[src/roc_pkg.sv]
`timescale 1ns / 1ps

package roc_pkg;

  // Field widths of the cell-range coordinates and the merge type.
  localparam int ROW_W  = 21;
  localparam int COL_W  = 15;
  localparam int KIND_W = 8;

  // One stored rectangle: row range then column range.
  localparam int ENTRY_W = 2 * ROW_W + 2 * COL_W;

  // Default table depth.
  localparam int MAX_RECTS_DEF = 64;

  // Merge type codes written over the incoming value.
  localparam logic [KIND_W-1:0] KIND_BOTH     = KIND_W'(1);
  localparam logic [KIND_W-1:0] KIND_ROW_ONLY = KIND_W'(2);

  typedef struct packed {
    logic              first_of_set;
    logic [ROW_W-1:0]  row_start;
    logic [ROW_W-1:0]  row_last;
    logic [COL_W-1:0]  col_start;
    logic [COL_W-1:0]  col_last;
    logic [ROW_W-1:0]  rows_spanned;
    logic [COL_W-1:0]  cols_spanned;
    logic [KIND_W-1:0] kind_in;
  } in_item_t;

  typedef struct packed {
    logic [KIND_W-1:0] kind_out;
    logic              is_inside;
    logic              must_resolve;
    logic              store_full;
  } out_item_t;

  typedef struct packed {
    logic [ROW_W-1:0] row_start;
    logic [ROW_W-1:0] row_last;
    logic [COL_W-1:0] col_start;
    logic [COL_W-1:0] col_last;
  } rect_t;

  typedef enum logic [1:0] {
    ST_IDLE,
    ST_SCAN,
    ST_FINISH
  } state_t;

  // Commands from the controller to the datapath.
  typedef struct packed {
    logic load;    // take a new item
    logic scan;    // walk the stored table
    logic commit;  // store the rectangle and load the result register
  } ctrl_cmd_t;

  // Status from the datapath to the controller.
  typedef struct packed {
    logic scan_done;
  } dp_status_t;

endpackage

[src/roc_ram.sv]
`timescale 1ns / 1ps

module roc_ram #(
  parameter int WIDTH = 8,
  parameter int DEPTH = 64
) (
  input  logic                     clk,
  input  logic                     we,
  input  logic [$clog2(DEPTH)-1:0] waddr,
  input  logic [WIDTH-1:0]         wdata,
  input  logic                     re,
  input  logic [$clog2(DEPTH)-1:0] raddr,
  output logic [WIDTH-1:0]         rdata
);

  logic [WIDTH-1:0] mem [DEPTH];
  logic [WIDTH-1:0] rdata_r;

  // One write port and one registered read port.
  always_ff @(posedge clk) begin
    if (we) begin
      mem[waddr] <= wdata;
    end
    if (re) begin
      rdata_r <= mem[raddr];
    end
  end

  assign rdata = rdata_r;

endmodule

[src/roc_ctrl.sv]
`timescale 1ns / 1ps

module roc_ctrl (
  input  logic                clk,
  input  logic                rst_n,
  input  logic                in_valid,
  output logic                in_ready,
  output logic                out_valid,
  input  logic                out_ready,
  input  roc_pkg::dp_status_t status,
  output roc_pkg::ctrl_cmd_t  cmd
);

  import roc_pkg::*;

  state_t state_r, state_nxt;
  logic   out_valid_r, out_valid_nxt;
  logic   slot_free;

  // The result register can take a new result when empty or being drained.
  assign slot_free = !out_valid_r || out_ready;

  // Next state.
  always_comb begin
    state_nxt = state_r;
    case (state_r)
      ST_IDLE: begin
        if (in_valid) begin
          state_nxt = ST_SCAN;
        end
      end
      ST_SCAN: begin
        if (status.scan_done) begin
          state_nxt = ST_FINISH;
        end
      end
      ST_FINISH: begin
        if (slot_free) begin
          state_nxt = ST_IDLE;
        end
      end
      default: state_nxt = ST_IDLE;
    endcase
  end

  // Outputs and commands.
  always_comb begin
    in_ready   = 1'b0;
    cmd.load   = 1'b0;
    cmd.scan   = 1'b0;
    cmd.commit = 1'b0;
    case (state_r)
      ST_IDLE: begin
        in_ready = 1'b1;
        cmd.load = in_valid;
      end
      ST_SCAN: begin
        cmd.scan = 1'b1;
      end
      ST_FINISH: begin
        cmd.commit = slot_free;
      end
      default: begin
        in_ready = 1'b0;
      end
    endcase
  end

  // Result valid flag: set on commit, cleared once the transfer completes.
  always_comb begin
    out_valid_nxt = out_valid_r;
    if (cmd.commit) begin
      out_valid_nxt = 1'b1;
    end else if (out_ready) begin
      out_valid_nxt = 1'b0;
    end
  end

  always_ff @(posedge clk) begin
    if (!rst_n) begin
      state_r     <= ST_IDLE;
      out_valid_r <= 1'b0;
    end else begin
      state_r     <= state_nxt;
      out_valid_r <= out_valid_nxt;
    end
  end

  assign out_valid = out_valid_r;

endmodule

[src/roc_datapath.sv]
`timescale 1ns / 1ps

module roc_datapath #(
  parameter int MAX_RECTS = roc_pkg::MAX_RECTS_DEF
) (
  input  logic                clk,
  input  logic                rst_n,
  input  roc_pkg::in_item_t   in_data,
  input  roc_pkg::ctrl_cmd_t  cmd,
  output roc_pkg::dp_status_t status,
  output roc_pkg::out_item_t  out_data
);

  import roc_pkg::*;

  localparam int ADDR_W = $clog2(MAX_RECTS);
  localparam int CNT_W  = $clog2(MAX_RECTS + 1);
  localparam logic [CNT_W-1:0] CNT_MAX = CNT_W'(MAX_RECTS);

  rect_t             rect_r, rect_nxt;
  logic [KIND_W-1:0] kind_r, kind_nxt;
  logic [CNT_W-1:0]  cnt_r, cnt_nxt;
  logic [CNT_W-1:0]  idx_r, idx_nxt;
  logic              pend_r, pend_nxt;
  logic              inside_r, inside_nxt;
  logic              resolve_r, resolve_nxt;
  out_item_t         out_r, out_nxt;

  logic              rd_en;
  logic              wr_en;
  logic              full;
  logic [ENTRY_W-1:0] rd_word;
  rect_t             entry;
  logic              contains;
  logic              overlaps;
  logic              hit_now;
  logic [ROW_W-1:0]  row_lo;
  logic [ROW_W-1:0]  row_hi;
  logic [COL_W-1:0]  col_lo;
  logic [COL_W-1:0]  col_hi;

  // Stored rectangles, one word per entry.
  roc_ram #(
    .WIDTH (ENTRY_W),
    .DEPTH (MAX_RECTS)
  ) u_table (
    .clk   (clk),
    .we    (wr_en),
    .waddr (cnt_r[ADDR_W-1:0]),
    .wdata (rect_r),
    .re    (rd_en),
    .raddr (idx_r[ADDR_W-1:0]),
    .rdata (rd_word)
  );

  assign entry = rect_t'(rd_word);

  // Containment and overlap of the item against the entry just read.
  always_comb begin
    row_lo   = (rect_r.row_start > entry.row_start) ? rect_r.row_start : entry.row_start;
    row_hi   = (rect_r.row_last < entry.row_last) ? rect_r.row_last : entry.row_last;
    col_lo   = (rect_r.col_start > entry.col_start) ? rect_r.col_start : entry.col_start;
    col_hi   = (rect_r.col_last < entry.col_last) ? rect_r.col_last : entry.col_last;
    contains = (rect_r.row_start >= entry.row_start) && (rect_r.row_last <= entry.row_last) &&
               (rect_r.col_start >= entry.col_start) && (rect_r.col_last <= entry.col_last);
    overlaps = (row_lo <= row_hi) && (col_lo <= col_hi);
    hit_now  = cmd.scan && pend_r && (contains || overlaps);
  end

  // Table walk: one read issued per cycle, compared the cycle after.
  assign rd_en            = cmd.scan && (idx_r < cnt_r) && !hit_now;
  assign status.scan_done = hit_now || (!pend_r && (idx_r == cnt_r));

  assign full  = (cnt_r >= CNT_MAX);
  assign wr_en = cmd.commit && !full;

  // Merge type rewritten from the span counts; otherwise the incoming type is kept.
  function automatic logic [KIND_W-1:0] merge_kind(in_item_t it);
    logic rows_multi;
    rows_multi = (it.rows_spanned > ROW_W'(1));
    if (rows_multi && (it.cols_spanned > COL_W'(1))) begin
      return KIND_BOTH;
    end else if (rows_multi && (it.cols_spanned == '0)) begin
      return KIND_ROW_ONLY;
    end
    return it.kind_in;
  endfunction

  // Next values of the item, walk and result registers.
  always_comb begin
    rect_nxt    = rect_r;
    kind_nxt    = kind_r;
    cnt_nxt     = cnt_r;
    idx_nxt     = idx_r;
    pend_nxt    = cmd.scan ? rd_en : 1'b0;
    inside_nxt  = inside_r;
    resolve_nxt = resolve_r;
    out_nxt     = out_r;
    if (cmd.load) begin
      rect_nxt.row_start = in_data.row_start;
      rect_nxt.row_last  = in_data.row_last;
      rect_nxt.col_start = in_data.col_start;
      rect_nxt.col_last  = in_data.col_last;
      kind_nxt           = merge_kind(in_data);
      idx_nxt            = '0;
      inside_nxt         = 1'b0;
      resolve_nxt        = 1'b0;
      if (in_data.first_of_set) begin
        cnt_nxt = '0;
      end
    end
    if (rd_en) begin
      idx_nxt = idx_r + CNT_W'(1);
    end
    if (hit_now) begin
      inside_nxt  = contains;
      resolve_nxt = !contains;
    end
    if (cmd.commit) begin
      out_nxt.kind_out     = kind_r;
      out_nxt.is_inside    = inside_r;
      out_nxt.must_resolve = resolve_r;
      out_nxt.store_full   = full;
      if (!full) begin
        cnt_nxt = cnt_r + CNT_W'(1);
      end
    end
  end

  // Control state.
  always_ff @(posedge clk) begin
    if (!rst_n) begin
      cnt_r  <= '0;
      idx_r  <= '0;
      pend_r <= 1'b0;
    end else begin
      cnt_r  <= cnt_nxt;
      idx_r  <= idx_nxt;
      pend_r <= pend_nxt;
    end
  end

  // Payload state.
  always_ff @(posedge clk) begin
    rect_r    <= rect_nxt;
    kind_r    <= kind_nxt;
    inside_r  <= inside_nxt;
    resolve_r <= resolve_nxt;
    out_r     <= out_nxt;
  end

  assign out_data = out_r;

endmodule

[src/rect_overlap_classifier.sv]
`timescale 1ns / 1ps

// Rectangle overlap classifier. Each cell-range rectangle taken on the input
// channel has its merge type rewritten from its span counts and is compared,
// in storage order, with the rectangles stored earlier in the current set; the
// first stored rectangle that contains it or overlaps it sets is_inside or
// must_resolve. The rectangle is then appended to the table, or store_full is
// raised when the table already holds MAX_RECTS entries. first_of_set empties
// the table before the item is handled. Items are handled one at a time; the
// walk over the table ends early when a hit is found. The block is ready for
// the next item in the same cycle that the result becomes valid. The time per
// item is set by the walk over the table memory, which has one read port and
// is read one entry per cycle. A finished result waits in an output register,
// so the next item can be taken while the result has not yet been transferred.
module rect_overlap_classifier #(
  parameter int MAX_RECTS = roc_pkg::MAX_RECTS_DEF
) (
  input  logic               clk,
  input  logic               rst_n,
  input  logic               in_valid,
  output logic               in_ready,
  input  roc_pkg::in_item_t  in_data,
  output logic               out_valid,
  input  logic               out_ready,
  output roc_pkg::out_item_t out_data
);

  import roc_pkg::*;

  ctrl_cmd_t  cmd;
  dp_status_t status;

  // Sequencer.
  roc_ctrl u_ctrl (
    .clk       (clk),
    .rst_n     (rst_n),
    .in_valid  (in_valid),
    .in_ready  (in_ready),
    .out_valid (out_valid),
    .out_ready (out_ready),
    .status    (status),
    .cmd       (cmd)
  );

  // Table, comparators and result register.
  roc_datapath #(
    .MAX_RECTS (MAX_RECTS)
  ) u_datapath (
    .clk      (clk),
    .rst_n    (rst_n),
    .in_data  (in_data),
    .cmd      (cmd),
    .status   (status),
    .out_data (out_data)
  );

endmodule
[config.mk]
export PLATFORM = sky130hd
export DESIGN_NAME = rect_overlap_classifier
export DESIGN_NICKNAME = d
export VERILOG_FILES = /design/src/roc_pkg.sv /design/src/roc_ram.sv /design/src/roc_ctrl.sv /design/src/roc_datapath.sv /design/src/rect_overlap_classifier.sv
export SDC_FILE = /design/constraint.sdc
export NUM_CORES = 2
export LEC_CHECK = 0
export BUFFER_PORTS_ARGS = -buffer_cell sky130_fd_sc_hd__clkbuf_2
export CORE_ASPECT_RATIO = 0.7
export CORE_MARGIN = 2
export CORE_UTILIZATION = 35
export CTS_CLUSTER_DIAMETER = 80
export DETAILED_ROUTE_END_ITERATION = 16
export GPL_TIMING_DRIVEN = 0
export SETUP_SLACK_MARGIN = 0.15
export SYNTH_ARGS = -nofsm -noshare
export SYNTH_HDL_FRONTEND = slang
export SYNTH_MEMORY_MAX_BITS = 65536
export SYNTH_SLANG_ARGS = --single-unit
[constraint.sdc]
create_clock -name clk -period 10.89 [get_ports clk]
set_clock_uncertainty 0.1 [all_clocks]
set_input_delay 2.178 -clock clk [delete_from_list [all_inputs] [get_ports clk]]
set_output_delay 2.178 -clock clk [all_outputs]
set_load 0.01 [all_outputs]
## Word level (Yosys, flattened, before mapping)

Memory sizes are Yosys's and may differ from the RTL's. A register that Yosys moved wholly into a read port is not among the register bits.
Index checks and enable logic that the tools add are counted.

| word-level totals | value |
|---|---|
| flip-flop bits (word level) | 111 |
| RAM bits | 4608 |
| bits of input ports | 121 |
| output and inout port bits | 13 |
| word-level logic and storage cells | 97 |
| memories kept | 1 |

Memories:

| memory | words | bits a word | read ports | clocked after Yosys merged registers in | wr ports | RTL line | text |
|---|---|---|---|---|---|---|---|
| u_datapath.u_table.mem | 64 | 72 | 1 | 1 | 1 | roc_ram.sv:16 | `logic [WIDTH-1:0] mem [DEPTH];` |

| cells by class | value |
|---|---|
| $add $sub $neg | 2 |
| $lt $le $gt $ge | 14 |
| eq/ne operators | 6 |
| multiplexer cells | 31 |
| reduce and logical (&&, ||, !) cells | 27 |

Operators with widths:

| operator | number |
|---|---|
| $le 21x21->1 | 2 |
| $mux 21 | 2 |
| $mux 7 | 6 |
| $le 15x15->1 | 2 |
| $mux 15 | 2 |
| $mux 8 | 3 |
| $ge 21x21->1 | 1 |
| $gt 21x1->1 const B | 1 |
| $gt 21x21->1 | 1 |
| $lt 21x21->1 | 1 |
| $ge 15x15->1 | 1 |
| $gt 15x1->1 const B | 1 |
| $gt 15x15->1 | 1 |
| $logic_not 15->1 | 1 |
| $lt 15x15->1 | 1 |
| $add 7x1->7 const B | 2 |
| $mux 1 | 14 |
| $logic_and 1x1->1 | 12 |
| $eq 7x7->1 | 1 |
| $ge 7x7->1 const B | 1 |
| $lt 7x7->1 | 1 |
| $mux 2 | 3 |
| $pmux 2 s3 | 1 |
| $reduce_bool 2->1 | 3 |
| 9 further kinds | 16 |

## Logic depth before layout (Yosys ltp)

| depth | value |
|---|---|
| depth in word-level cells | 9 |
| mapped depth | 19 |
| gate-level depth less buffers | 18 |

## Hierarchy

From an unflattened synthesis, not the netlist that was laid out.

| second synthesis, totals | value |
|---|---|
| cell total of the unflattened synthesis | 8021 |
| area, all modules | 183422.2 sq um |

By module, submodules not included:

| module | instances | cells an instance | area each (sq um) | seq. area each (sq um) |
|---|---|---|---|---|
| roc_ram | 1 | 7305 | 175935.0 | 140534.8 |
| roc_datapath | 1 | 698 | 7323.3 | 3093.0 |
| roc_ctrl | 1 | 18 | 163.9 | 60.1 |

## Worst setup path before layout

OpenSTA, ideal clock, no wires.

| timing path | value |
|---|---|
| path type | register to register |
| start point | reg u_datapath.rect_r[35] (netlist bit) |
| end point | reg u_datapath.idx_r[2] |
| setup time | 0.308 ns |
| arrival time | 7.723 ns |
| required time | 10.482 ns |
| slack | 2.759 ns |
| stages on the path, launching flop included | 17 |
| buffers on the path | 1 |
| clock period less this slack | 8.131 ns |
| cells stage by stage | edfxtp_1 ha_1 a21oi_1 o21ai_0 a221oi_1 o311ai_1 clkbuf_1 mux2i_1 ha_1 and4_1 nor4bb_1 o21ai_0 o2111ai_1 a21bo_2 o211ai_1 nor2_1 o311ai_0 |

| between the ends | value |
|---|---|
| word-level cells in the longest chain between the ends | 9 |

RTL lines:

| item | RTL line | text |
|---|---|---|
| start: declaration | roc_datapath.sv:20 | `rect_t rect_r, rect_nxt;` |
| start signal: assignment | roc_datapath.sv:145 | `rect_r <= rect_nxt;` |
| $lt 21x21->1 / $le 21x21->1 (equally long branches) | roc_datapath.sv:61, roc_datapath.sv:64 |  |
| $mux 21 / $logic_and 1x1->1 (equally long branches) | roc_datapath.sv:61, roc_datapath.sv:64 |  |
| $le 21x21->1 / $logic_and 1x1->1 (equally long branches) | roc_datapath.sv:66, roc_datapath.sv:64 |  |
| $logic_and 1x1->1 (on tied branches) | roc_datapath.sv:66, roc_datapath.sv:65 |  |
| $logic_or 1x1->1 (*) | roc_datapath.sv:67 | `hit_now = cmd.scan && pend_r && (contains \|\| overlaps);` |
| $logic_and 1x1->1 (*) | roc_datapath.sv:67 |  |
| $logic_not 1->1 (*) | roc_datapath.sv:71 | `assign rd_en = cmd.scan && (idx_r < cnt_r) && !hit_now;` |
| $logic_and 1x1->1 (*) | roc_datapath.sv:71 |  |
| named net u_datapath.rd_en | roc_datapath.sv:29 | `logic rd_en;` |
| $mux 7 / $reduce_bool 2->1 (equally long branches) | n/a |  |
| end signal: assignment | roc_datapath.sv:138 | `idx_r <= idx_nxt;` |
| end: declaration | roc_datapath.sv:23 | `logic [CNT_W-1:0] idx_r, idx_nxt;` |

The timed path passes the listed nets; every way through them passes the cells marked *.
A chain may end at the register's enable or synchronous reset.

## Worst setup path after layout

| timing path | value |
|---|---|
| start point | reg u_datapath.rect_r[50] (netlist bit) |
| end point | reg u_datapath.u_table.rdata_r[47], in the netlist u_datapath.u_table.rdata[47] (read register of u_datapath.u_table.mem) (enable) |

| between the ends | value |
|---|---|
| word-level cells in the longest chain between the ends | 8 |

RTL lines:

| item | RTL line | text |
|---|---|---|
| $lt 21x21->1 / $le 21x21->1 (equally long branches) | roc_datapath.sv:61, roc_datapath.sv:64 |  |
| $mux 21 / $logic_and 1x1->1 (equally long branches) | roc_datapath.sv:61, roc_datapath.sv:64 |  |
| $le 21x21->1 / $logic_and 1x1->1 (equally long branches) | roc_datapath.sv:66, roc_datapath.sv:64 |  |
| $logic_and 1x1->1 (on tied branches) | roc_datapath.sv:66, roc_datapath.sv:65 |  |
| $logic_or 1x1->1 (*) | roc_datapath.sv:67 |  |
| $logic_and 1x1->1 (*) | roc_datapath.sv:67 |  |
| $logic_not 1->1 (*) | roc_datapath.sv:71 |  |
| $logic_and 1x1->1 (*) | roc_datapath.sv:71 |  |
| named net u_datapath.rd_en | roc_datapath.sv:29 |  |
| end: declaration | roc_ram.sv:17 | `logic [WIDTH-1:0] rdata_r;` |

Marks and branches as above.

==> reports/results.env <==
GRT_PASS1_WL_UM=710000
PWR-SHARE-COMB=0.023
LAYOUT_WORST_PATH_CYCLE_SHARE=0.739
INITIAL_ANTENNA_VIOLATION_COUNT=41
PIN_COUNT=134
SETUP.WORST_PATH.START_CLASS='flip-flop'
HORIZONTAL_EXTENT_OF_THE_DIE_UM=870
DRV_CAP=0
REG2REG_FROM='u_datapath.rect_r[50]$_DFFE_PP_'
DIE_Y_UM=610
WORST_HOLD_PATH.NUM_CELLS=0
P_SWITCHING_mW=7.54
VIAS_IN_THE_FIRST_GLOBAL_ROUTE=87894
RUN_STATUS='finished with violations'
POWER.STATIC_LEAKAGE_nW=65.4
CRIT_REQUIRED_NS=11.50
GLOBAL_ROUTE.OVERFLOW_TOTAL=0
YOSYS_REGISTER_BITS=4791
GROUTE.USAGE.OVERALL=0.190
PLACEDCELLCOUNT=14823
FIN_CRIT_NS=8.05
POWER.INTERNAL_mW=29.4
MIN_TO='u_datapath.out_data[9]$_DFFE_PP_'
TRITONCTS='done'
FIRST_ITER_VIOLATIONS=14447
AVGSYNTHCELLAREA_UM2=25.0
FLOORPLAN.CORE_AREA_MM2=0.522
PORT_BUFFERS=132
REG2REG_DEPTH=18
IRDROPWORSTVDD_mV=0.154
MAX-SLEW-MARGIN-REL=0.0721
POST_CTS_HOLD_BUFFER_COUNT=0
MAXSLEWVIOLCOUNT=0
MAPPEDNETLISTNETS=7592
CRITICAL_PATH.REG2REG.ENDPOINT='u_datapath.u_table.rdata[47]$_DFFE_PP_'
CLK_ROOT_BUFFER_CELL='sky130_fd_sc_hd__clkbuf_16'
POST-LAYOUT-TOTAL-POWER_mW=37.0
CLKPWRFRAC=0.423
POWER_PER_CELL_AREA_mW_PER_MM2=170
REGISTER_AREA_SHARE_AFTER_SYNTHESIS=0.782
FRACTION_OF_FINAL_LAYOUT_CELLS_WITH_DRIVE_STRENGTH_GREATER_THAN_1=0.330
RSZ0062_AT_GRT='no'
DIE_AREA_MM2=0.531
REGTOREGSETUPSLACK_NS=2.84
ENDPOINT_KIND='flip-flop'
SYN_TO_FINAL_GROWTH_PCT=18.3
P_SEQ_FRAC=0.554
MAX_FREQ_GHz=0.124
FINALWEIGHTEDCONGESTION=0.850
TIGHTEST_SLEW_NS=1.39
NUMBER_OF_SYNTHESIZED_FLOPS_WITH_AN_ENABLE_PIN=4773
NUMBER_OF_BUFFERS_BETWEEN_CLOCK_ROOT_AND_THE_DEEPEST_SINK=4
SYNTH_TOP_FLOP_CELL='sky130_fd_sc_hd__edfxtp_1'
WORST-PATH-MAX-FANOUT=37
POST_SYNTH_INST_COUNT=7353
HPWLAFTERDP_UM=357000
SYNTH-WARNING-COUNT=0
FINALHOLDVIOLATIONS=0
ROUTE.DETAILED.DRC=0
HOLD_PATH_CLASS='flip-flop to flip-flop'
INITIAL_UTILIZATION=0.352
SETUP_VIOL=0
CP_DATA_ARRIVAL_TIME_NS=8.66
SYNTH_CELL_TYPES=50
FINAL_NETS=8576
SOURCE_OF_THE_WORST_HOLD_TIMING_PATH='u_datapath.kind_r[6]$_SDFFCE_PN0P_'
INSERTION_DELAY_NS=1.05
ROUTE.VIAS.TOTAL=88925
SYN_AREA_MM2=0.184
ASYNC_RESET_FF_FRAC=0
WL_PER_CELL_UM=32.9
DETAILEDROUTE.FIRSTPASSITERATIONCOUNT=8
FLOORPLAN.ROWS=222
POST_CTS_RESIZE_COUNT=0
VIAS_PER_CELL=5.67
POST_CTS_BUFFERS=0
CTS-BUFFERS-INSERTED=455
CTS.HTREE.LEVELS=5
ROUTED_WIRELENGTH_UM=516000
CTS.SINKS=4791
P_SW_FRAC=0.204
STDCELL_COUNT=15684
MAXIMUM_NUMBER_OF_PINS_ON_ONE_NET_BEFORE_GLOBAL_ROUTE_REPAIR=42
CRITICAL_PATH_CLASS='flip-flop to flip-flop'
ANTENNA_LEFT=1
WORST_SETUP_HOLD_PATH_CLK_SLEW_NS=0.06
VIOLATIONS='antenna rules'
## worst max-delay path by stage
| stage | startpoint | end | cells after the start |
|---|---|---|---|
| detailed placement | u_datapath.rect_r[50]$_DFFE_PP_ | u_datapath.u_table.rdata[44]$_DFFE_PP_ | 18 |
| global placement | u_datapath.rect_r[44]$_DFFE_PP_ | u_datapath.idx_r[2]$_SDFFE_PN0P_ | 16 |
| finish | u_datapath.rect_r[50]$_DFFE_PP_ | u_datapath.u_table.rdata[47]$_DFFE_PP_ | 18 |
| floorplan | u_datapath.rect_r[35]$_DFFE_PP_ | u_datapath.idx_r[2]$_SDFFE_PN0P_ | 16 |
| global route | u_datapath.rect_r[49]$_DFFE_PP_ | u_datapath.u_table.rdata[49]$_DFFE_PP_ | 18 |
| CTS | u_datapath.rect_r[49]$_DFFE_PP_ | u_datapath.u_table.rdata[47]$_DFFE_PP_ | 18 |
## layout make-up
class / instances / area, um2
well taps: 6944 / 8690
repair buffers: 527 / 9710
fillers: 43957 / 305000
plain buffers: 359 / 1540
diodes: 27 / 67.6
clock inverters: 273 / 2680
inverters: 88 / 330
flip-flops and latches: 4791 / 144000
clock buffers: 560 / 11900
multi-input cells: 2115 / 38700
## per-stage QoR
step	TNS [ns]	hold slack (ns)	cell area (um2)	setup slack, ns	utilization
2_1_floorplan	0	0.300	184000	2.76	-
3_3_place_gp	-6450.86	0.305	193000	-4.19	0.370
3_5_place_dp	0	0.305	203000	3.10	0.388
4_1_cts	0	0.319	217000	3.06	0.416
5_1_grt	0	0.332	217000	2.74	0.416
6_report	0	0.320	217000	2.84	0.416
## sequential cells by signal (all words and copies together), names as in the netlist
register,count
u_datapath.cnt_r,7
u_datapath.rect_r,72
u_ctrl.out_valid,1
u_datapath.idx_r,7
u_datapath.kind_r,8
u_datapath.inside_r,1
u_datapath.u_table.rdata,72
u_datapath.out_data,11
u_datapath.pend_r,1
u_ctrl.state_r,2
u_datapath.u_table.mem,4608
u_datapath.resolve_r,1
## metal layers
layer,vias up,GRT usage,wire (um)
met1,48341,0.279,212000
li1,34160,-,-
met5,-,0,73
met3,867,0.0501,61000
met2,5545,0.278,226000
met4,12,0.0571,17600
## cells in the mapped netlist, types with 4 or more instances
master	n	area, um2
sky130_fd_sc_hd__ha_1	118	1480
sky130_fd_sc_hd__clkbuf_1	197	739
sky130_fd_sc_hd__mux4_2	1512	34100
sky130_fd_sc_hd__buf_1	44	165
sky130_fd_sc_hd__nand2b_1	8	50.1
sky130_fd_sc_hd__nand3b_1	4	30.0
sky130_fd_sc_hd__nand3_1	30	150
sky130_fd_sc_hd__nor3_1	5	25.0
sky130_fd_sc_hd__edfxtp_1	4773	143000
sky130_fd_sc_hd__and3_1	5	31.3
sky130_fd_sc_hd__a221oi_1	4	35.0
sky130_fd_sc_hd__nor2b_1	9	56.3
sky130_fd_sc_hd__mux2i_1	37	370
sky130_fd_sc_hd__and2_1	8	50.1
sky130_fd_sc_hd__nor2_1	90	338
sky130_fd_sc_hd__a21oi_1	48	240
sky130_fd_sc_hd__nand2_1	80	300
sky130_fd_sc_hd__buf_2	116	581
sky130_fd_sc_hd__o211ai_1	7	52.6
sky130_fd_sc_hd__inv_1	88	330
sky130_fd_sc_hd__o31ai_1	4	30.0
sky130_fd_sc_hd__nor4_1	13	81.3
sky130_fd_sc_hd__o21ai_0	59	295
sky130_fd_sc_hd__dfxtp_1	18	360
sky130_fd_sc_hd__nand4_1	23	144
sky130_fd_sc_hd__and4_1	5	43.8
sky130_fd_sc_hd__a21o_1	7	52.6
sky130_fd_sc_hd__o21a_1	6	45.0
## cell families (layout without fill, tap and decap cells)
family | Yosys count | count (layout) | share of synthesized area
flip-flops | 4791 | 4791 | 0.782
multiplexers | 1549 | 1549 | 0.187
buffers and inverters | 447 | 1807 | 0.00998
AND/OR/NAND/NOR | 289 | 289 | 0.00746
AO/OA/AOI/OAI | 156 | 156 | 0.00504
adder cells (fa/ha/maj) | 118 | 118 | 0.00804
XOR/XNOR | 3 | 3 | 0.000143
other | 0 | 27 | 0
## power by group through the flow
stage / registers [mW] / clock network, mW / logic [mW]
6_report: 20.5 / 15.6 / 0.859
5_1_grt: 20.5 / 16.5 / 0.914
4_1_cts: 20.5 / 15.8 / 0.852
3_5_place_dp: 20.9 / 0 / 0.850
3_3_place_gp: 21.1 / 0 / 0.388
2_1_floorplan: 21.0 / 0 / 0.225
## critical path: stages, from the launching register on
cell	delay, ns
sky130_fd_sc_hd__edfxtp_1	0.81
sky130_fd_sc_hd__buf_16	0.36
sky130_fd_sc_hd__ha_1	0.32
sky130_fd_sc_hd__nand4_1	0.19
sky130_fd_sc_hd__nor4bb_1	0.55
sky130_fd_sc_hd__o21ai_0	0.28
sky130_fd_sc_hd__o311ai_1	0.32
sky130_fd_sc_hd__clkbuf_1	0.86
sky130_fd_sc_hd__mux2i_1	0.74
sky130_fd_sc_hd__ha_1	0.30
sky130_fd_sc_hd__nand4_1	0.12
sky130_fd_sc_hd__nor4bb_1	0.42
sky130_fd_sc_hd__o21ai_0	0.19
sky130_fd_sc_hd__o2111ai_1	0.35
sky130_fd_sc_hd__a21bo_2	0.29
sky130_fd_sc_hd__o211ai_1	0.19
sky130_fd_sc_hd__nor2_4	0.68
sky130_fd_sc_hd__buf_12	0.29
sky130_fd_sc_hd__buf_12	0.24
## cells in the final DEF, fill, tap and decap left out, types with 14 or more instances in the layout
| master | Yosys | layout |
|---|---|---|
| sky130_fd_sc_hd__edfxtp_1 | 4773 | 4773 |
| sky130_fd_sc_hd__mux4_2 | 1512 | 1512 |
| sky130_fd_sc_hd__clkbuf_16 | 0 | 459 |
| sky130_fd_sc_hd__clkbuf_1 | 197 | 271 |
| sky130_fd_sc_hd__buf_12 | 0 | 220 |
| sky130_fd_sc_hd__buf_16 | 0 | 161 |
| sky130_fd_sc_hd__clkbuf_2 | 0 | 158 |
| sky130_fd_sc_hd__buf_2 | 116 | 119 |
| sky130_fd_sc_hd__ha_1 | 118 | 118 |
| sky130_fd_sc_hd__clkinv_1 | 0 | 114 |
| sky130_fd_sc_hd__inv_1 | 88 | 88 |
| sky130_fd_sc_hd__nand2_1 | 80 | 80 |
| sky130_fd_sc_hd__clkinv_2 | 0 | 71 |
| sky130_fd_sc_hd__nor2_4 | 0 | 65 |
| sky130_fd_sc_hd__o21ai_0 | 59 | 59 |
| sky130_fd_sc_hd__a21oi_1 | 48 | 48 |
| sky130_fd_sc_hd__bufinv_16 | 0 | 41 |
| sky130_fd_sc_hd__buf_1 | 44 | 40 |
| sky130_fd_sc_hd__mux2i_1 | 37 | 37 |
| sky130_fd_sc_hd__nand3_1 | 30 | 30 |
| sky130_fd_sc_hd__diode_2 | 0 | 27 |
| sky130_fd_sc_hd__nor2_1 | 90 | 24 |
| sky130_fd_sc_hd__nand4_1 | 23 | 23 |
| sky130_fd_sc_hd__dfxtp_1 | 18 | 18 |
| sky130_fd_sc_hd__clkinvlp_4 | 0 | 14 |
| sky130_fd_sc_hd__buf_8 | 0 | 14 |
Power figures use the tool's default switching activity.
